File: src/rtl/core/msbm_pkg.sv
// ---------------------------------------------------------------------------
// msbm_pkg
// Types, constants and codes shared by the signature byte matcher.
// ---------------------------------------------------------------------------
package msbm_pkg;

  localparam int MAX_ENTRIES_DEF = 64;
  localparam int WINDOW_LEN_DEF  = 12;
  localparam int SIG_SLOTS       = 12;
  localparam int LEN_W           = 4;
  localparam int MASK_W          = 12;
  localparam int CFG_W           = 7;
  localparam int ENTRY_W         = 6;
  localparam int OFFSET_W        = 32;

  localparam logic [1:0] OP_SCAN     = 2'd0;
  localparam logic [1:0] OP_SIG_BYTE = 2'd1;
  localparam logic [1:0] OP_HEADER   = 2'd2;

  typedef enum logic {
    ST_IDLE,
    ST_SCAN
  } state_t;

  typedef struct packed {
    logic               sig_we;
    logic               hdr_we;
    logic [ENTRY_W-1:0] entry;
    logic [3:0]         pos;
    logic [7:0]         data;
    logic [LEN_W-1:0]   len;
    logic [MASK_W-1:0]  mask;
  } tbl_wr_t;

  typedef struct packed {
    logic                        hdr_valid;
    logic [LEN_W-1:0]            len;
    logic [MASK_W-1:0]           mask;
    logic [SIG_SLOTS-1:0][7:0]   sig;
  } tbl_rd_t;

  typedef struct packed {
    logic       shift;
    logic       start;
    logic [7:0] data;
  } win_ctl_t;

endpackage

File: src/rtl/core/msbm_window.sv
// ---------------------------------------------------------------------------
// msbm_window
// Scan window shift line and saturating stream byte count.
// ---------------------------------------------------------------------------
module msbm_window #(
  parameter int WINDOW_LEN = msbm_pkg::WINDOW_LEN_DEF
) (
  input  logic                                clk,
  input  logic                                rst,
  input  msbm_pkg::win_ctl_t                  ctl,
  output logic [WINDOW_LEN-1:0][7:0]          win,
  output logic                                full_next,
  output logic [msbm_pkg::OFFSET_W-1:0]       offset_next
);
  import msbm_pkg::*;

  logic [OFFSET_W-1:0]        seen;
  logic [OFFSET_W-1:0]        seen_next;
  logic [WINDOW_LEN-1:0][7:0] win_next;

  always_comb begin
    if (ctl.start) begin
      seen_next = OFFSET_W'(1);
    end else if (seen == {OFFSET_W{1'b1}}) begin
      seen_next = seen;
    end else begin
      seen_next = seen + OFFSET_W'(1);
    end
    for (int i = 0; i < WINDOW_LEN - 1; i++) begin
      win_next[i] = ctl.start ? 8'h00 : win[i+1];
    end
    win_next[WINDOW_LEN-1] = ctl.data;
    full_next   = (seen_next >= OFFSET_W'(WINDOW_LEN));
    offset_next = seen_next - OFFSET_W'(WINDOW_LEN);
  end

  always_ff @(posedge clk) begin
    if (rst) begin
      win  <= '0;
      seen <= '0;
    end else if (ctl.shift) begin
      win  <= win_next;
      seen <= seen_next;
    end
  end

endmodule

File: config.mk
export PLATFORM = sky130hd
export DESIGN_NAME = msbm_window
export DESIGN_NICKNAME = d
export VERILOG_FILES = /design/src/rtl/core/msbm_pkg.sv /design/src/rtl/core/msbm_window.sv
export SDC_FILE = /design/constraint.sdc
export NUM_CORES = 1
export LEC_CHECK = 0
export ABC_AREA = 0
export BUFFER_PORTS_ARGS = -buffer_cell sky130_fd_sc_hd__buf_2
export CAP_MARGIN = 25
export CORE_MARGIN = 2
export CORE_UTILIZATION = 49
export DETAILED_ROUTE_END_ITERATION = 6
export GPL_TIMING_DRIVEN = 0
export PLACE_DENSITY = 0.73
export SKIP_LAST_GASP = 1
export SLEW_MARGIN = 5
export SYNTH_ARGS = -nofsm -noshare
export SYNTH_HDL_FRONTEND = slang
export SYNTH_SLANG_ARGS = --single-unit
File: constraint.sdc
create_clock -name clk -period 6.8 [get_ports clk]
set_input_delay 1.02 -clock clk [delete_from_list [all_inputs] [get_ports clk]]
set_output_delay 1.02 -clock clk [all_outputs]
set_load 0.02 [all_outputs]
==> impl_metrics.toml <==
[synthesis]
synth_simple_gate_area_share_pct = 31.2
synthAdderAreaFrac_pct = 0.381
synthMuxAreaShare_pct = 6.76
synth_seq_cells = 128
synth_compound_area_share_pct = 11.7
syn-cell-area_sq_um = 6570
synth-xor-area-share_pct = 6.12
synthFlopType = "dfxtp_1"
synth_top_family_by_area = "simple AND/OR/NAND/NOR gates"
yosysSeqAreaShare_pct = 39.0
synth_warnings = 0
synth_edf_count = 0
async_reset_ff_share_pct = 0
synth_cell_types = 60
syn-num-nets = 812
netlist_instances = 798
syn_avg_cell_area_sq_um = 8.23

[setup_path]
path_max_fanout = 10
required_ns = 5.78
worstSetupPathType = "input pin to output pin"
crit_chain = "buf_2 -> clkbuf_1 -> buf_1 -> clkbuf_1 -> buf_1 -> nor2_1 -> ha_1 -> nor2_4 -> nand4_2 -> nor4b_2 -> xor2_1 -> buf_2"
critPathMaxStageDelay_ns = 0.54
slowest_stage = "clkbuf_1"
crit_arrival_ns = 4.69
critPathLaunchType = "input pin"
worst_setup_path_end_kind = "output pin"

[placement]
portBuffers = 138
dp_hpwl_mm = 13.0
gp_congestion = 0.910
placedCellCount = 1112
preCtsSetupSlack_ns = 1.19

[final_layout]
drive_gt1_share_pct = 21.2
final_common_cell = "buf_2"
syn_to_final_growth_pct = 23.2
final_nets = 969
layout_common_cells = "141 x buf_2, 128 x dfxtp_1, 102 x a21oi_1"
fin_cells = 1144

[worst_hold_path]
hold_class = "flip-flop to flip-flop"

[sta]
fin_crit_ns = 5.71
slew_viol_final = 0
hold_viol_final = 0
clock.fmax_mhz = 175
finalClockSkew_ns = 0.00661
setup_viol = 0
fin_ws_ns = 1.09
tns_ns = 0
min_period_over_period_pct = 84.0
worstMarginPinSlew_ns = 0.813
relSlewSlack_pct = 45.7
grt_setup_unrepaired = "false"

[clocking]
cts_tree = "done"
cts_sinks = 128
clk_latency_ns = 0.41
postCtsSetupRepairBufs = 0
cts_hold_repair.buffers = 0
cts.clk_slew.worst_paths_ns = 0.05
cts_made_buffers = 17
cts_resized = 0
cts-root-buf = "clkbuf_16"
htreeDepth = 4
clock_path_buffers = 2

[die]
die_height_um = 120
dieArea_sq_um = 14300
die_x_um = 120
rows = 42
ios = 141
core_sq_um = 13200
start_util_pct = 49.8

[routing]
vias_per_cell = 5.58
drt-pass1-iter-count = 5
vias = 6378
wl_per_cell_um = 15.8
drtIter0Drc = 335
drc_errors = 0
ant_nets = 0
drt-total-wl_mm = 18.0

[run_status]
status = "complete, no violations"

[pwr]
power_density_nw_per_um2 = 221
leakagePower_nw = 3.26
irDropWorstVdd_mv = 0.214

[global_routing]
antenna_found_initial = 2
first_global_vias = 5638
track_usage_pct = 25.0
grt_max_degree = 17
gr-total-overflow = 0
grt_pass1_wl_mm = 28.8

[flow_run]
cap_viol_max_count = 0
[where the power goes]
part	internal, mW	leakage, nW	switching, mW
registers	0.755	1.03	0.00470
clock network	0.603	0.292	0.328
logic	0.0289	1.93	0.0651
[per-layer routing]
layer	vias to the layer above	part of all wire, %	wire [um]	global-route usage (%)
met5	-	0.089	16	0
met4	2	1.8	327	9.49
met3	30	7.0	1270	5.94
met2	236	46	8300	38.1
met1	3018	45	8110	34.2
li1	3092	-	-	-
[worst paths after layout]
path / from / to / slack (ns) / cells past startpoint
worst max-delay path: ctl[8] / offset_next[28] / 1.09 / 12
worst min-delay path: win[4] / win[4] / 0.47 / 2
worst max register to register: seen[0] / seen[29] / 3.64 / 12
worst min register to register: win[4] / win[4] / 0.47 / 2
[cells in the mapped netlist (2+ instances only)]
library cell	number	area, sq um
o21ai_0	9	45.0
ha_1	2	25.0
a22oi_1	2	15.0
a21oi_1	102	510
nand2_1	20	75.1
nand4_1	9	56.3
nor4_1	2	12.5
buf_2	3	15.0
o31ai_1	3	22.5
buf_4	8	60.1
mux2_4	4	60.1
nor3b_1	4	30.0
nand4b_1	2	17.5
nand3_1	92	460
nor4_2	3	37.5
and4_1	5	43.8
a2111oi_0	3	26.3
clkbuf_1	51	191
and2_1	5	31.3
nor3_1	13	65.1
and3_1	18	113
inv_1	6	22.5
mux2i_1	35	350
mux2_2	3	33.8
nor2_1	93	349
or4_1	3	22.5
buf_1	3	11.3
nand2b_1	76	475
xnor2_1	24	210
dfxtp_1	128	2560
xor2_1	20	175
or4_4	2	22.5
and2_0	2	12.5
nor2b_1	8	50.1
a211oi_1	8	60.1
nand4_2	3	37.5
[critical path: cells and delay by family]
kind                     cells  cell delay [ns]
XOR/XNOR                     1             0.16
adder cells (fa/ha/maj)      1             0.33
buffers and inverters        6             2.24
AND/OR/NAND/NOR              4             0.92
[final cells by class]
| cell class | count | area (sq um) |
|---|---|---|
| buffer | 67 | 294 |
| fill | 1198 | 5100 |
| antenna | 1 | 2.50 |
| multi-input combinational | 597 | 3690 |
| sequential | 128 | 2560 |
| clock buffer | 22 | 474 |
| inverter | 6 | 22.5 |
| clock inverter | 9 | 133 |
| tap | 176 | 220 |
| timing repair buffer | 138 | 691 |
[state kept, by name, summed over array words and instances (netlist names)]
signal,cells
seen,32
win,96
[kinds of logic after synthesis]
kind of cell	Yosys count
multiplexers	42
XOR/XNOR	45
adder cells (fa/ha/maj)	2
buffers and inverters	73
flip-flops	128
AND/OR/NAND/NOR	371
AO/OA/AOI/OAI	137
[through the flow]
stage          hold WS, ns  utilization [%]  instance area [sq um]  total power [mW]
2_1_floorplan        0.491                -                   6570             0.838
3_3_place_gp         0.457             56.7                   7480             0.869
3_5_place_dp         0.458             56.7                   7480             0.869
4_1_cts              0.466             61.3                   8080              1.80
5_1_grt              0.482             61.3                   8080              1.84
6_report             0.467             61.3                   8090              1.78
No activity file was read; power rests on OpenSTA's default activity.
