==> src/rtl/core/msbm_pkg.sv <==
// ---------------------------------------------------------------------------
// msbm_pkg
// Types, constants and codes shared by the signature byte matcher.
// ---------------------------------------------------------------------------
package msbm_pkg;

  localparam int MAX_ENTRIES_DEF = 64;
  localparam int WINDOW_LEN_DEF  = 12;
  localparam int SIG_SLOTS       = 12;
  localparam int LEN_W           = 4;
  localparam int MASK_W          = 12;
  localparam int CFG_W           = 7;
  localparam int ENTRY_W         = 6;
  localparam int OFFSET_W        = 32;

  localparam logic [1:0] OP_SCAN     = 2'd0;
  localparam logic [1:0] OP_SIG_BYTE = 2'd1;
  localparam logic [1:0] OP_HEADER   = 2'd2;

  typedef enum logic {
    ST_IDLE,
    ST_SCAN
  } state_t;

  typedef struct packed {
    logic               sig_we;
    logic               hdr_we;
    logic [ENTRY_W-1:0] entry;
    logic [3:0]         pos;
    logic [7:0]         data;
    logic [LEN_W-1:0]   len;
    logic [MASK_W-1:0]  mask;
  } tbl_wr_t;

  typedef struct packed {
    logic                        hdr_valid;
    logic [LEN_W-1:0]            len;
    logic [MASK_W-1:0]           mask;
    logic [SIG_SLOTS-1:0][7:0]   sig;
  } tbl_rd_t;

  typedef struct packed {
    logic       shift;
    logic       start;
    logic [7:0] data;
  } win_ctl_t;

endpackage

==> src/rtl/core/msbm_if.sv <==
// ---------------------------------------------------------------------------
// msbm interfaces
// Valid/ready channels for input items and result words.
// ---------------------------------------------------------------------------
interface msbm_item_if;
  logic        valid;
  logic        ready;
  logic [1:0]  operation;
  logic        buffer_start;
  logic [7:0]  data_byte;
  logic [5:0]  entry_index;
  logic [3:0]  byte_position;
  logic [3:0]  entry_length;
  logic [11:0] care_mask;

  modport source (
    output valid, operation, buffer_start, data_byte, entry_index,
           byte_position, entry_length, care_mask,
    input  ready
  );
  modport sink (
    input  valid, operation, buffer_start, data_byte, entry_index,
           byte_position, entry_length, care_mask,
    output ready
  );
endinterface

interface msbm_result_if;
  logic        valid;
  logic        ready;
  logic        result_valid;
  logic        matched;
  logic [5:0]  match_entry;
  logic [31:0] window_offset;

  modport source (
    output valid, result_valid, matched, match_entry, window_offset,
    input  ready
  );
  modport sink (
    input  valid, result_valid, matched, match_entry, window_offset,
    output ready
  );
endinterface

==> src/rtl/core/msbm_ctrl.sv <==
// ---------------------------------------------------------------------------
// msbm_ctrl
// Item handshake, table walk sequencer, entry compare and result register.
// ---------------------------------------------------------------------------
module msbm_ctrl #(
  parameter int MAX_ENTRIES = msbm_pkg::MAX_ENTRIES_DEF,
  parameter int WINDOW_LEN  = msbm_pkg::WINDOW_LEN_DEF
) (
  input  logic                                                    clk,
  input  logic                                                    rst,
  input  logic                                                    cfg_wr_en,
  input  logic [msbm_pkg::CFG_W-1:0]                              cfg_wr_data,
  msbm_item_if.sink                                               item,
  msbm_result_if.source                                           result,
  output msbm_pkg::tbl_wr_t                                       tbl_wr,
  output logic [$clog2(MAX_ENTRIES > 1 ? MAX_ENTRIES : 2)-1:0]    rd_addr,
  input  msbm_pkg::tbl_rd_t                                       tbl_rd,
  output msbm_pkg::win_ctl_t                                      win_ctl,
  input  logic [WINDOW_LEN-1:0][7:0]                              win,
  input  logic                                                    win_full_next,
  input  logic [msbm_pkg::OFFSET_W-1:0]                           offset_next
);
  import msbm_pkg::*;

  localparam int AW      = $clog2(MAX_ENTRIES > 1 ? MAX_ENTRIES : 2);
  localparam int CW      = $clog2(MAX_ENTRIES + 1);
  localparam int CMP_LEN = (WINDOW_LEN < SIG_SLOTS) ? WINDOW_LEN : SIG_SLOTS;

  state_t              state;
  state_t              state_next;
  logic [CFG_W-1:0]    entries_in_use;
  logic [CW-1:0]       count_eff;
  logic [CW-1:0]       iss;
  logic [AW-1:0]       cmp_idx;
  logic                cmp_v;
  logic [OFFSET_W-1:0] offset_hold;
  logic                accept;
  logic                is_scan;
  logic                start_scan;
  logic                load_now;
  logic                issue;
  logic                hit;
  logic                last;
  logic                finish;
  logic                out_valid;
  logic                out_result_valid;
  logic                out_matched;
  logic [ENTRY_W-1:0]  out_match_entry;
  logic [OFFSET_W-1:0] out_window_offset;

  always_comb begin
    count_eff  = (32'(entries_in_use) > MAX_ENTRIES) ? CW'(MAX_ENTRIES)
                                                     : CW'(entries_in_use);
    accept     = item.valid && item.ready;
    is_scan    = (item.operation == OP_SCAN);
    start_scan = accept && is_scan && win_full_next && (count_eff != '0);
    load_now   = accept && !start_scan;
    issue      = (state == ST_SCAN) && (iss != count_eff);
    last       = cmp_v && ((CW'(cmp_idx) + CW'(1)) == count_eff);
    finish     = (state == ST_SCAN) && cmp_v && (hit || last);
  end

  always_comb begin
    hit = tbl_rd.hdr_valid && (tbl_rd.len != '0) && (tbl_rd.mask != '0);
    for (int j = 0; j < CMP_LEN; j++) begin
      if (tbl_rd.mask[j] && (j < int'(tbl_rd.len)) && (tbl_rd.sig[j] != win[j])) begin
        hit = 1'b0;
      end
    end
  end

  always_comb begin
    case (state)
      ST_IDLE: begin
        state_next = start_scan ? ST_SCAN : ST_IDLE;
      end
      ST_SCAN: begin
        state_next = finish ? ST_IDLE : ST_SCAN;
      end
      default: begin
        state_next = ST_IDLE;
      end
    endcase
  end

  always_comb begin
    item.ready     = (state == ST_IDLE) && (!out_valid || result.ready);
    rd_addr        = iss[AW-1:0];
    tbl_wr.sig_we  = accept && (item.operation == OP_SIG_BYTE);
    tbl_wr.hdr_we  = accept && (item.operation == OP_HEADER);
    tbl_wr.entry   = item.entry_index;
    tbl_wr.pos     = item.byte_position;
    tbl_wr.data    = item.data_byte;
    tbl_wr.len     = item.entry_length;
    tbl_wr.mask    = item.care_mask;
    win_ctl.shift  = accept && is_scan;
    win_ctl.start  = item.buffer_start;
    win_ctl.data   = item.data_byte;
  end

  always_ff @(posedge clk) begin
    if (rst) begin
      state          <= ST_IDLE;
      entries_in_use <= '0;
      iss            <= '0;
      cmp_v          <= 1'b0;
      out_valid      <= 1'b0;
    end else begin
      state <= state_next;
      if (cfg_wr_en) begin
        entries_in_use <= cfg_wr_data;
      end
      if (start_scan) begin
        iss <= '0;
      end else if (issue) begin
        iss <= iss + CW'(1);
      end
      cmp_v <= issue;
      if (load_now || finish) begin
        out_valid <= 1'b1;
      end else if (result.ready) begin
        out_valid <= 1'b0;
      end
    end
  end

  always_ff @(posedge clk) begin
    cmp_idx <= iss[AW-1:0];
    if (start_scan) begin
      offset_hold <= offset_next;
    end
    if (load_now) begin
      out_result_valid  <= is_scan && win_full_next;
      out_matched       <= 1'b0;
      out_match_entry   <= '0;
      out_window_offset <= (is_scan && win_full_next) ? offset_next : '0;
    end else if (finish) begin
      out_result_valid  <= 1'b1;
      out_matched       <= hit;
      out_match_entry   <= hit ? ENTRY_W'(cmp_idx) : '0;
      out_window_offset <= offset_hold;
    end
  end

  assign result.valid         = out_valid;
  assign result.result_valid  = out_result_valid;
  assign result.matched       = out_matched;
  assign result.match_entry   = out_match_entry;
  assign result.window_offset = out_window_offset;

endmodule

==> src/flat_wrapper.sv <==
// flat-port wrapper written by rule: the top's interface ports become plain ports
module msbm_ctrl_flat import msbm_pkg::*;
#(
  parameter int MAX_ENTRIES = msbm_pkg::MAX_ENTRIES_DEF,
  parameter int WINDOW_LEN  = msbm_pkg::WINDOW_LEN_DEF
)
  (clk, rst, cfg_wr_en, cfg_wr_data, tbl_wr, rd_addr, tbl_rd, win_ctl, win, win_full_next, offset_next, item_valid, item_operation, item_buffer_start, item_data_byte, item_entry_index, item_byte_position, item_entry_length, item_care_mask, item_ready, result_valid, result_result_valid, result_matched, result_match_entry, result_window_offset, result_ready);
  msbm_item_if item_i ();
  msbm_result_if result_i ();
  input  logic clk;
  input  logic rst;
  input  logic cfg_wr_en;
  input  logic [msbm_pkg::CFG_W-1:0] cfg_wr_data;
  output msbm_pkg::tbl_wr_t tbl_wr;
  output logic [$clog2(MAX_ENTRIES > 1 ? MAX_ENTRIES : 2)-1:0] rd_addr;
  input  msbm_pkg::tbl_rd_t tbl_rd;
  output msbm_pkg::win_ctl_t win_ctl;
  input  logic [WINDOW_LEN-1:0][7:0] win;
  input  logic win_full_next;
  input  logic [msbm_pkg::OFFSET_W-1:0] offset_next;
  input wire logic [$bits(item_i.valid)-1:0] item_valid;
  input wire logic [$bits(item_i.operation)-1:0] item_operation;
  input wire logic [$bits(item_i.buffer_start)-1:0] item_buffer_start;
  input wire logic [$bits(item_i.data_byte)-1:0] item_data_byte;
  input wire logic [$bits(item_i.entry_index)-1:0] item_entry_index;
  input wire logic [$bits(item_i.byte_position)-1:0] item_byte_position;
  input wire logic [$bits(item_i.entry_length)-1:0] item_entry_length;
  input wire logic [$bits(item_i.care_mask)-1:0] item_care_mask;
  output wire logic [$bits(item_i.ready)-1:0] item_ready;
  output wire logic [$bits(result_i.valid)-1:0] result_valid;
  output wire logic [$bits(result_i.result_valid)-1:0] result_result_valid;
  output wire logic [$bits(result_i.matched)-1:0] result_matched;
  output wire logic [$bits(result_i.match_entry)-1:0] result_match_entry;
  output wire logic [$bits(result_i.window_offset)-1:0] result_window_offset;
  input wire logic [$bits(result_i.ready)-1:0] result_ready;
  assign item_i.valid = item_valid;
  assign item_i.operation = item_operation;
  assign item_i.buffer_start = item_buffer_start;
  assign item_i.data_byte = item_data_byte;
  assign item_i.entry_index = item_entry_index;
  assign item_i.byte_position = item_byte_position;
  assign item_i.entry_length = item_entry_length;
  assign item_i.care_mask = item_care_mask;
  assign item_ready = item_i.ready;
  assign result_valid = result_i.valid;
  assign result_result_valid = result_i.result_valid;
  assign result_matched = result_i.matched;
  assign result_match_entry = result_i.match_entry;
  assign result_window_offset = result_i.window_offset;
  assign result_i.ready = result_ready;
  msbm_ctrl #(.MAX_ENTRIES(MAX_ENTRIES), .WINDOW_LEN(WINDOW_LEN)) u_core (.clk(clk), .rst(rst), .cfg_wr_en(cfg_wr_en), .cfg_wr_data(cfg_wr_data), .item(item_i), .result(result_i), .tbl_wr(tbl_wr), .rd_addr(rd_addr), .tbl_rd(tbl_rd), .win_ctl(win_ctl), .win(win), .win_full_next(win_full_next), .offset_next(offset_next));
endmodule
==> config.mk <==
export PLATFORM = sky130hd
export DESIGN_NAME = msbm_ctrl_flat
export DESIGN_NICKNAME = d
export VERILOG_FILES = /design/src/rtl/core/msbm_pkg.sv /design/src/rtl/core/msbm_if.sv /design/src/rtl/core/msbm_ctrl.sv /design/src/flat_wrapper.sv
export SDC_FILE = /design/constraint.sdc
export NUM_CORES = 1
export LEC_CHECK = 0
export BUFFER_PORTS_ARGS = -buffer_cell sky130_fd_sc_hd__buf_2
export CAP_MARGIN = 5
export CORE_AREA = 8 8 143 145
export CTS_CLUSTER_SIZE = 8
export DETAILED_ROUTE_END_ITERATION = 7
export DIE_AREA = 0 0 151 153
export GPL_ROUTABILITY_DRIVEN = 0
export PLACE_DENSITY_LB_ADDON = 0.15
export SYNTH_ARGS = -nofsm -noshare
export SYNTH_HDL_FRONTEND = slang
export SYNTH_SLANG_ARGS = --single-unit
==> constraint.sdc <==
create_clock -name clk -period 4.5 [get_ports clk]
set_input_delay 0.45 -clock clk [delete_from_list [all_inputs] [get_ports clk]]
set_output_delay 0.45 -clock clk [all_outputs]
set_load 0.1 [all_outputs]
==> results by stage, run 1 <==
STA:
- Final hold analysis gives a worst-case slack of around 300 ps.
- The relative slew slack is 36.5%.
- The period utilization is 63.9%.
- The number of max-slew violations in the final report was 0.
- The post-route minimum period is 2880 ps.
- The setup clock skew after layout is 9.99 ps.
- The maximum clock frequency is around 0.35 GHz.
- The final hold violation count came to 0.
- Setup repair after global routing left no endpoint under its margin.
- The post-route setup TNS is 0 ps.
- The transition at the pin with the smallest max-transition slack is 951 ps.
- Setup violations remaining at the end of the flow were counted as 0.

Clocking:
- The count of instances resized after the clock tree is built is 0.
- The later pin in the worst-skew pair is clocked with a latency of 340 ps.
- CTS placed an instance of clkbuf_16 at the clock tree root.
- After clock tree synthesis, the flow added hold-fix buffers numbering 0.
- The sink count of the clock tree is 95.
- After clock tree synthesis, the clock-pin slew on the worst setup and hold paths is 80 ps.
- In this run the post-CTS setup repair buffer count came out at 0.
- The deepest clock path buffer count is 2.
- Clock tree synthesis inserted a total of 9 buffers.
- The CTS tree is built.
- CTS built an H-tree with a depth of 3.

Cells and area:
- The area growth from synthesis to layout is 31.2%.
- The area taken by multi-input logic gates is between 2000 and 2500 sq um.
- The area of all sequential standard cells is 2550 sq um.
- The fraction of final layout cells sized beyond drive strength 1 is 44.5%.
- Cells fill 39.8% of the core in the end.
- The count of placed standard cells in the final layout, fillers left out is 990.
- The final-stage net count is 1,040.
- In the layout the commonest cells are buf_2 (306), xor2_1 (100), edfxtp_1 (65), a22o_1 (32), dfxtp_1 (30).
- Counting the fill cells in the layout gives 1,849.
- The library cell used most frequently in the layout, excluding fill and tap cells, is buf_2.

Place:
- The number of instances in the placed design is 970.
- The sum of net half-perimeters after detailed placement is 17,700 um.
- The count of buffers added on input and output ports is 306.

Job:
- The count of maximum capacitance violations is 0.

Power and ir drop:
- The leakage dissipation is 3.30 nW.
- The total power per unit cell area is between 300 and 400 nW/um^2.
- IR analysis of the VDD net gives a maximum drop of 0.183 mV.

Routing:
- The count of routing violations after the opening detailed-route iteration is 280.
- The number of nets with antenna violations after routing is 0.
- The via count is just under 5,000.
- Dividing the detail-routed wire length by the instance count gives 21.1 um.
- The count of unresolved DRC violations after routing is 0.
- After detailed routing, the number of vias per cell comes to between 4 and 5.
- The number of detailed-route iterations in the first pass is 4.
- The total wirelength of the detailed-routed design is 20,900 um.

Yosys:
- After synthesis, the mean cell area works out to 11.2 sq um.
- The most common flop cell mapped by yosys is edfxtp_1.
- The post-synthesis sequential area ratio is 46.1%.
- The register bit total from synthesis is 95.
- Counting distinct cell types in the post-synthesis netlist gives 58.
- The netlist area before placement is about 5500 sq um.
- The number of flops mapped to enable cells by yosys is 65.
- The number of nets handed over by synthesis was 787.
- The gate count of the mapped netlist is a little under 500.
- The count of warnings emitted by yosys is 0.
- Counting flops with an async set or reset pin after synthesis yields a share of 0%.

Global routing:
- The pin count of the biggest net entering global routing is 35.
- Global routing used 17.2% of the available tracks.
- The via count of the first global-routing pass was 4,974.
- The number of antenna violations at the first check in global routing is 6.
- After global routing the overflow that remains totals 0.
- The first global-routing pass estimated 30,200 um of wire.

Worst setup path:
- In this run the worst path has a maximum fanout of 34.
- The most numerous cell on the critical path is buf_4.
- The critical path goes through nor2_1 -> and4b_1 -> nor2_4 -> buf_4 -> or2_1 -> buf_4 -> a22o_1.
- Data on the critical path is required at its endpoint by 4710 ps.
- STA classifies the critical path endpoint as a flip-flop.
- The critical path startpoint category is a flip-flop.
- The setup path with the least slack is of type flip-flop to flip-flop.
- The delay contributed by the slowest stage of the critical path is 700 ps.
- At the worst endpoint, the arrival time is ~3100 ps.
- The worst-path cell with the longest stage delay is dfxtp_1.

Die:
- The die covers 23,100 sq um.
- In this run the count of I/O pins placed on the die edge is 385.
- Row generation in the floorplan step produced 50 rows.
- Measured along the y axis, the die boundary spans roughly 150 um.
- The placeable core region is 18,300 sq um.
- The initial utilization of the core area, before any placement, comes to ~30%.
- The horizontal die dimension is 151 um.

Worst hold path:
- The path type of the worst min-delay path is input port to flip-flop.

Outcome:
- The run finished with clean final reports.
-- flip-flops by register name (all words and copies together), names as in the netlist --
register,cells
u_core.iss,7
u_core.state,1
u_core.cmp_v,1
u_core.result.match_entry,6
u_core.cmp_idx,6
u_core.result.window_offset,32
u_core.result.matched,1
u_core.result.result_valid,1
u_core.offset_hold,32
u_core.entries_in_use,7
u_core.result.valid,1
-- cell type report --
cell class,instances,share of cell area [%]
tap,234,4.03
multi-input combinational,321,34.3
clock inverter,7,1.27
sequential,95,35.1
timing repair buffer,310,21.5
clock buffer,9,3.10
inverter,10,0.517
antenna,4,0.138
-- cell usage after synthesis, types with 2 or more instances --
cell        n  area, sq um
a211oi_2    2         25.0
a21oi_1    12         60.1
a22o_1     32          280
a311oi_1    3         26.3
a31oi_1     2         12.5
a41o_1      2         20.0
and2_1      3         18.8
and3_1      5         31.3
and4bb_1    2         25.0
buf_2      12         60.1
buf_4      49          368
clkbuf_1    6         22.5
dfxtp_1    30          601
edfxtp_1   65         1950
ha_1        2         25.0
inv_1      10         37.5
mux2i_1    17          170
nand2_1     9         33.8
nand2b_1    2         12.5
nand3_1     5         25.0
nand3b_1    2         15.0
nand4_1     4         25.0
nor2_1     27          101
nor2b_1     4         25.0
nor3_1      4         20.0
nor3b_1     2         15.0
nor4_1     29          181
o211ai_1    9         67.6
o21a_1      2         15.0
o21ai_0     3         15.0
o21bai_1    2         15.0
o31ai_1     2         15.0
o32a_1      2         20.0
or2_1       3         18.8
xnor2_1     7         61.3
xor2_1    100          876
-- per-layer routing --
layer / routed length (um) / global-route usage, %
met5: 35 / 0
met4: 422 / 5.28
met3: 2080 / 5.05
met2: 9900 / 27.9
met1: 8450 / 21.6
-- worst max-delay path: cells and delay by family (launching register included) --
kind | cells | cell delay, ps
AND/OR/NAND/NOR | 4 | 980
buffers and inverters | 2 | 820
flip-flops | 1 | 700
AO/OA/AOI/OAI | 1 | 220
-- power breakdown --
group	total (mW)	switching, mW	internal [mW]
registers	0.993	0.0202	0.972
clock network	0.808	0.358	0.450
logic	0.538	0.362	0.176
-- worst paths after layout --
kind	start	end	slack [ps]	cells past startpoint
max	u_core.entries_in_use[6]$_SDFFE_PP0P_	u_core.result.window_offset[29]$_DFFE_PP_	1620	7
min	offset_next[25]	u_core.offset_hold[25]$_DFFE_PP_	300	1
max reg2reg	u_core.entries_in_use[6]$_SDFFE_PP0P_	u_core.result.window_offset[29]$_DFFE_PP_	1620	7
min reg2reg	u_core.iss[3]$_SDFFE_PP0P_	u_core.cmp_idx[3]$_DFF_P_	430	0
-- stage by stage --
stage	worst slack, ps	area [sq um]	power, mW
2_1_floorplan	46.9	5530	1.53
5_1_grt	1380	7260	2.44
6_report	1620	7260	2.34
3_3_place_gp	1450	6930	1.55
3_5_place_dp	1490	6930	1.55
4_1_cts	1600	7250	2.37
-- kinds of logic (layout without fill, tap and decap cells) --
logic type / count (synthesis) / count (layout) / share of synthesized area [%]
buffers and inverters: 78 / 336 / 9.02
muxes: 18 / 18 / 3.28
and+or+nand+nor: 110 / 110 / 11.6
AOI/OAI and AO/OA: 84 / 84 / 12.6
other: 0 / 4 / 0
xor gates and xnor gates: 107 / 107 / 16.9
DFF: 95 / 95 / 46.1
adders and majority gates: 2 / 2 / 0.452
No activity file was read; power rests on OpenSTA's default activity.
==> run 2: changes to the inputs <==
--- a/config.mk
+++ b/config.mk
@@ -5,12 +5,13 @@
 export SDC_FILE = /design/constraint.sdc
 export NUM_CORES = 1
 export LEC_CHECK = 0
+export ABC_AREA = 1
 export BUFFER_PORTS_ARGS = -buffer_cell sky130_fd_sc_hd__buf_2
 export CAP_MARGIN = 5
-export CORE_AREA = 8 8 143 145
+export CORE_AREA = 8 8 145 147
 export CTS_CLUSTER_SIZE = 8
 export DETAILED_ROUTE_END_ITERATION = 7
-export DIE_AREA = 0 0 151 153
+export DIE_AREA = 0 0 153 155
 export GPL_ROUTABILITY_DRIVEN = 0
 export PLACE_DENSITY_LB_ADDON = 0.15
 export SYNTH_ARGS = -nofsm -noshare
==> constraint.sdc (replaced) <==
create_clock -name clk -period 2.77 [get_ports clk]
set_input_delay 0.277 -clock clk [delete_from_list [all_inputs] [get_ports clk]]
set_output_delay 0.277 -clock clk [all_outputs]
set_load 0.1 [all_outputs]
==> run 2 against run 1 <==
First-iteration DRC count fell by 14%. Hold slack got worse by 170 ps. Fmax rose by 28%. Register-to-register slack got worse by 1100 ps. Largest power group unchanged. Critical path depth rose by 2. Sequential cell count did not move. Utilization rose by 0.51 points. Largest cell class is now multi-input gates. Final cell count rose by 19%. Global-route usage fell by 1.1 points.
==> results by stage, run 2 <==
Outcome:
- The flow ran to the end, and the final reports show no timing, DRC or antenna violations.

Global routing:
- The pin count of the biggest net entering global routing came to 41 (+17%).
- The overall fraction of global-route tracks in use came to 16.2% (-1.1 points).
- The number of antenna violations at the first check in global routing is 3 (-3).
- The first-pass GRT wire length is 29,700 um (-1.7%).
- The via count of the first global-routing pass is 5,398 (+8.5%).
- The remaining global-route overflow is 0 (unchanged).

Worst setup path:
- The family of cells with the greatest summed delay on the critical path is simple AND/OR/NAND/NOR gates.
- The worst setup path is launched from a flip-flop.
- The delay contributed by the slowest stage of the critical path was 470 ps (-230 ps).
- The required arrival time at the worst endpoint is 2750 ps (-1960 ps).
- The kind of critical path is flip-flop to flip-flop.
- For this design, the slowest cell found on the critical path is nand3_4.
- The most numerous cell on the critical path is nor2_1.
- In this run the critical register-to-register path is launched from u_core.state$_SDFF_PP0_.
- Walking the worst path, the cells encountered are buf_4 -> nand2_1 -> a21oi_1 -> o21ai_1 -> nor2_1 -> nand3_1 -> nor2_1 -> nand3_2 -> nand3_4.
- The worst path arrival time was 2230 ps (-850 ps).
- The critical path starts at u_core.state$_SDFF_PP0_.
- The nature of the critical path endpoint is a flip-flop.
- The number of buffers and inverters on the critical path was 1 (-1).
- The largest fanout on the critical path came to 33 (-2.9%).

Clocking:
- The number of clock buffers inserted by TritonCTS came to 9 (unchanged).
- The clock latency at the later pin of the worst-skew pair is 340 ps (about the same).
- The number of hold-repair buffers added at the cts stage is 0 (unchanged).
- The clock transition at the registers of the reported paths is 70 ps (about the same).
- The deepest clock path buffer count came to 2 (unchanged).
- The buffer type at the clock tree root is clkbuf_16.
- The total number of H-tree levels is 3 (unchanged).
- The sink count of the clock tree came to 95 (unchanged).
- The post-CTS setup repair buffer count is 0 (unchanged).
- TritonCTS built the clock tree.
- The count of instances resized after the clock tree is built came to 0 (unchanged).

Cells and area:
- The final core utilization is 40.3% (+0.51 points).
- In the layout the commonest cells are buf_2 (306), nand2_1 (170), xnor2_1 (78), inv_1 (69), edfxtp_1 (65).
- The total of fill cells in the finished design is 1,966 (+6.3%).
- The fraction of final layout cells sized beyond drive strength 1 is 37.2% (-7.4 points).
- The final-stage net count is 1,229 (+18%).
- Compared with the post-synthesis result, the final layout area differs by 29.6%.
- The most common library cell in the layout ignoring fill and taps is buf_2.

Yosys:
- The most numerous cell in the Yosys netlist is nand2_1.
- The fraction of synthesized cell area taken by the top area cell type came to 33.2% (-2.1 points).
- The number of distinct standard cells referenced by the synthesized netlist is 36 (-38%).
- The async set or reset register ratio after synthesis is 0% (unchanged).
- The post-synthesis net count is 970 (+23%).
- Sorting the synthesized cells by area gives the leading types as edfxtp_1 (33%), xnor2_1 (12%), nand2_1 (11%).
- The count of warnings emitted by yosys was 0 (unchanged).
- The cell accounting for the most synthesized area is edfxtp_1.
- The commonest cells after synthesis are nand2_1 (170), xnor2_1 (78), inv_1 (70), edfxtp_1 (65), buf_4 (50).
- The gate count of the mapped netlist is 677 (+37%).
- The register bit total from synthesis is 95 (unchanged).
- The post-synthesis sequential area ratio is 43.4% (-2.8 points).
- The synthesized area per cell is 8.69 sq um (-22%).
- The netlist area before placement was 5890 sq um (+6.4%).
- The most common flop cell mapped by yosys is edfxtp_1.
- The number of flops mapped to enable cells by yosys is 65 (unchanged).

STA:
- The final hold violation count is 0 (unchanged).
- The number of max-slew violations in the final report is 0 (unchanged).
- The worst path setup slack after routing is 517 ps (-1110 ps).
- The setup clock skew after layout came to 9.25 ps (-0.738 ps).
- The post-route setup TNS is 0 ps (unchanged).
- The worst hold slack is 125 ps (-174 ps).
- The maximum clock frequency is 0.444 GHz (+28%).
- The setup violation total in the final timing report is 0 (unchanged).
- The transition at the pin with the smallest max-transition slack was 530 ps (-420 ps).
- The relative slew slack is 64.9% (+28 points).
- The post-route minimum period is 2250 ps (-623 ps).
- The period utilization is 81.3% (+17 points).
- Setup repair after global routing left no endpoint under its margin.

Routing:
- The detailed route wirelength on metal3 is 1150 um (-45%).
- After detailed routing, no signal wire sits above met5.
- The final routed wire length divided by cell count is 16.7 um (-21%).
- The detailed-route vias per instance was 4.45 (-8.6%).
- The total wirelength of the detailed-routed design was 19,800 um (-5.4%).
- The total met2 wirelength after detailed routing is 9900 um (about the same).
- The via count is 5,259 (+9.1%).
- The routed metal-1 wirelength is 8240 um (-2.5%).
- The count of routing violations after the opening detailed-route iteration is 242 (-14%).
- The number of detailed-route iterations in the first pass is 4 (unchanged).
- The number of nets with antenna violations after routing is 0 (unchanged).
- The count of unresolved DRC violations after routing is 0 (unchanged).

Die:
- The I/O pin total is 385 (unchanged).
- The initial core utilization is 31.1% (+0.76 points).
- The horizontal die dimension is 153 um (+1.3%).
- The placeable core region is 19,000 sq um (+3.7%).
- The number of standard-cell rows in the floorplan is 51 (+2.0%).
- The height of the die came to 155 um (+1.3%).
- The area of the die is 23,700 sq um (+2.6%).

Power and ir drop:
- The leakage dissipation came to 3.60 nW (+9.1%).
- The total power was 3.89 mW (+66%).
- The highest ir drop seen on vdd is 0.242 mV (+32%).
- The total power per unit cell area is 509 nW/um^2 (+58%).

Place:
- The sum of net half-perimeters after detailed placement is 16,300 um (-7.9%).
- The pre-CTS worst setup slack came to 415 ps (-1080 ps).
- The count of input and output buffers is 306 (unchanged).

Worst hold path:
- The path type of the worst min-delay path is input port to flip-flop.
- The hold path startpoint is offset_next[19].

Job:
- The count of maximum capacitance violations came to 0 (unchanged).
[run 2: cell count changes after synthesis, moves of 19 or more]
cell	change
nand3_1	+21
nand2_1	+161
nor2_1	+19
xor2_1	-91
a32o_1	+32
inv_1	+60
xnor2_1	+71
nor4_1	-29
a22o_1	-32
[run 2: power by group]
part | leakage (nW) | internal, mW | switching, mW
registers | 0.861 | 1.58 | 0.0241
logic | 2.58 | 0.320 | 0.629
clock network | 0.156 | 0.793 | 0.538
total | 3.60 | 2.70 | 1.19
[run 2: per-layer routing]
layer  vias up  GRT usage (%)
li1       2704              -
met1      2317           18.7
met2       200           29.0
met3        36           3.86
met4         2           5.33
met5         -              0
[run 2: final cells by class]
type | instances | area (sq um) | share of cell area, %
multi-input cells | 440 | 2580 | 33.8
flip-flops and latches | 95 | 2560 | 33.5
repair buffers | 313 | 1580 | 20.8
well taps | 238 | 298 | 3.90
inverters | 77 | 289 | 3.79
clock buffers | 9 | 225 | 2.95
clock inverters | 7 | 93.8 | 1.23
diodes | 2 | 5.00 | 0.0656
[run 2: cells by family (layout without fill, tap and decap cells)]
family / after synthesis / in the layout / synth area share [%]
flip-flops: 95 / 95 / 43.4
other: 0 / 2 / 0
AND/OR/NAND/NOR: 281 / 281 / 21.0
adder cells (fa/ha/maj): 2 / 2 / 0.425
XOR/XNOR: 87 / 87 / 12.9
AO/OA/AOI/OAI: 70 / 70 / 9.23
buffers and inverters: 142 / 406 / 13.0
[run 2: path summary, 6_finish.rpt]
kind	endpoint	slack (ps)	cells past startpoint
worst max register to register	u_core.result.window_offset[29]$_DFFE_PP_	520	9
worst min-delay path	u_core.offset_hold[19]$_DFFE_PP_	120	1
worst min register to register	u_core.cmp_idx[0]$_DFF_P_	440	0
worst max-delay path	u_core.result.window_offset[29]$_DFFE_PP_	520	9
[run 2: stage by stage]
stage	instance area (sq um)	std cells
after floorplan	5900	677
after global placement	7310	1163
after detailed placement	7310	1163
after CTS	7620	1179
after global routing	7630	1181
final	7630	1181
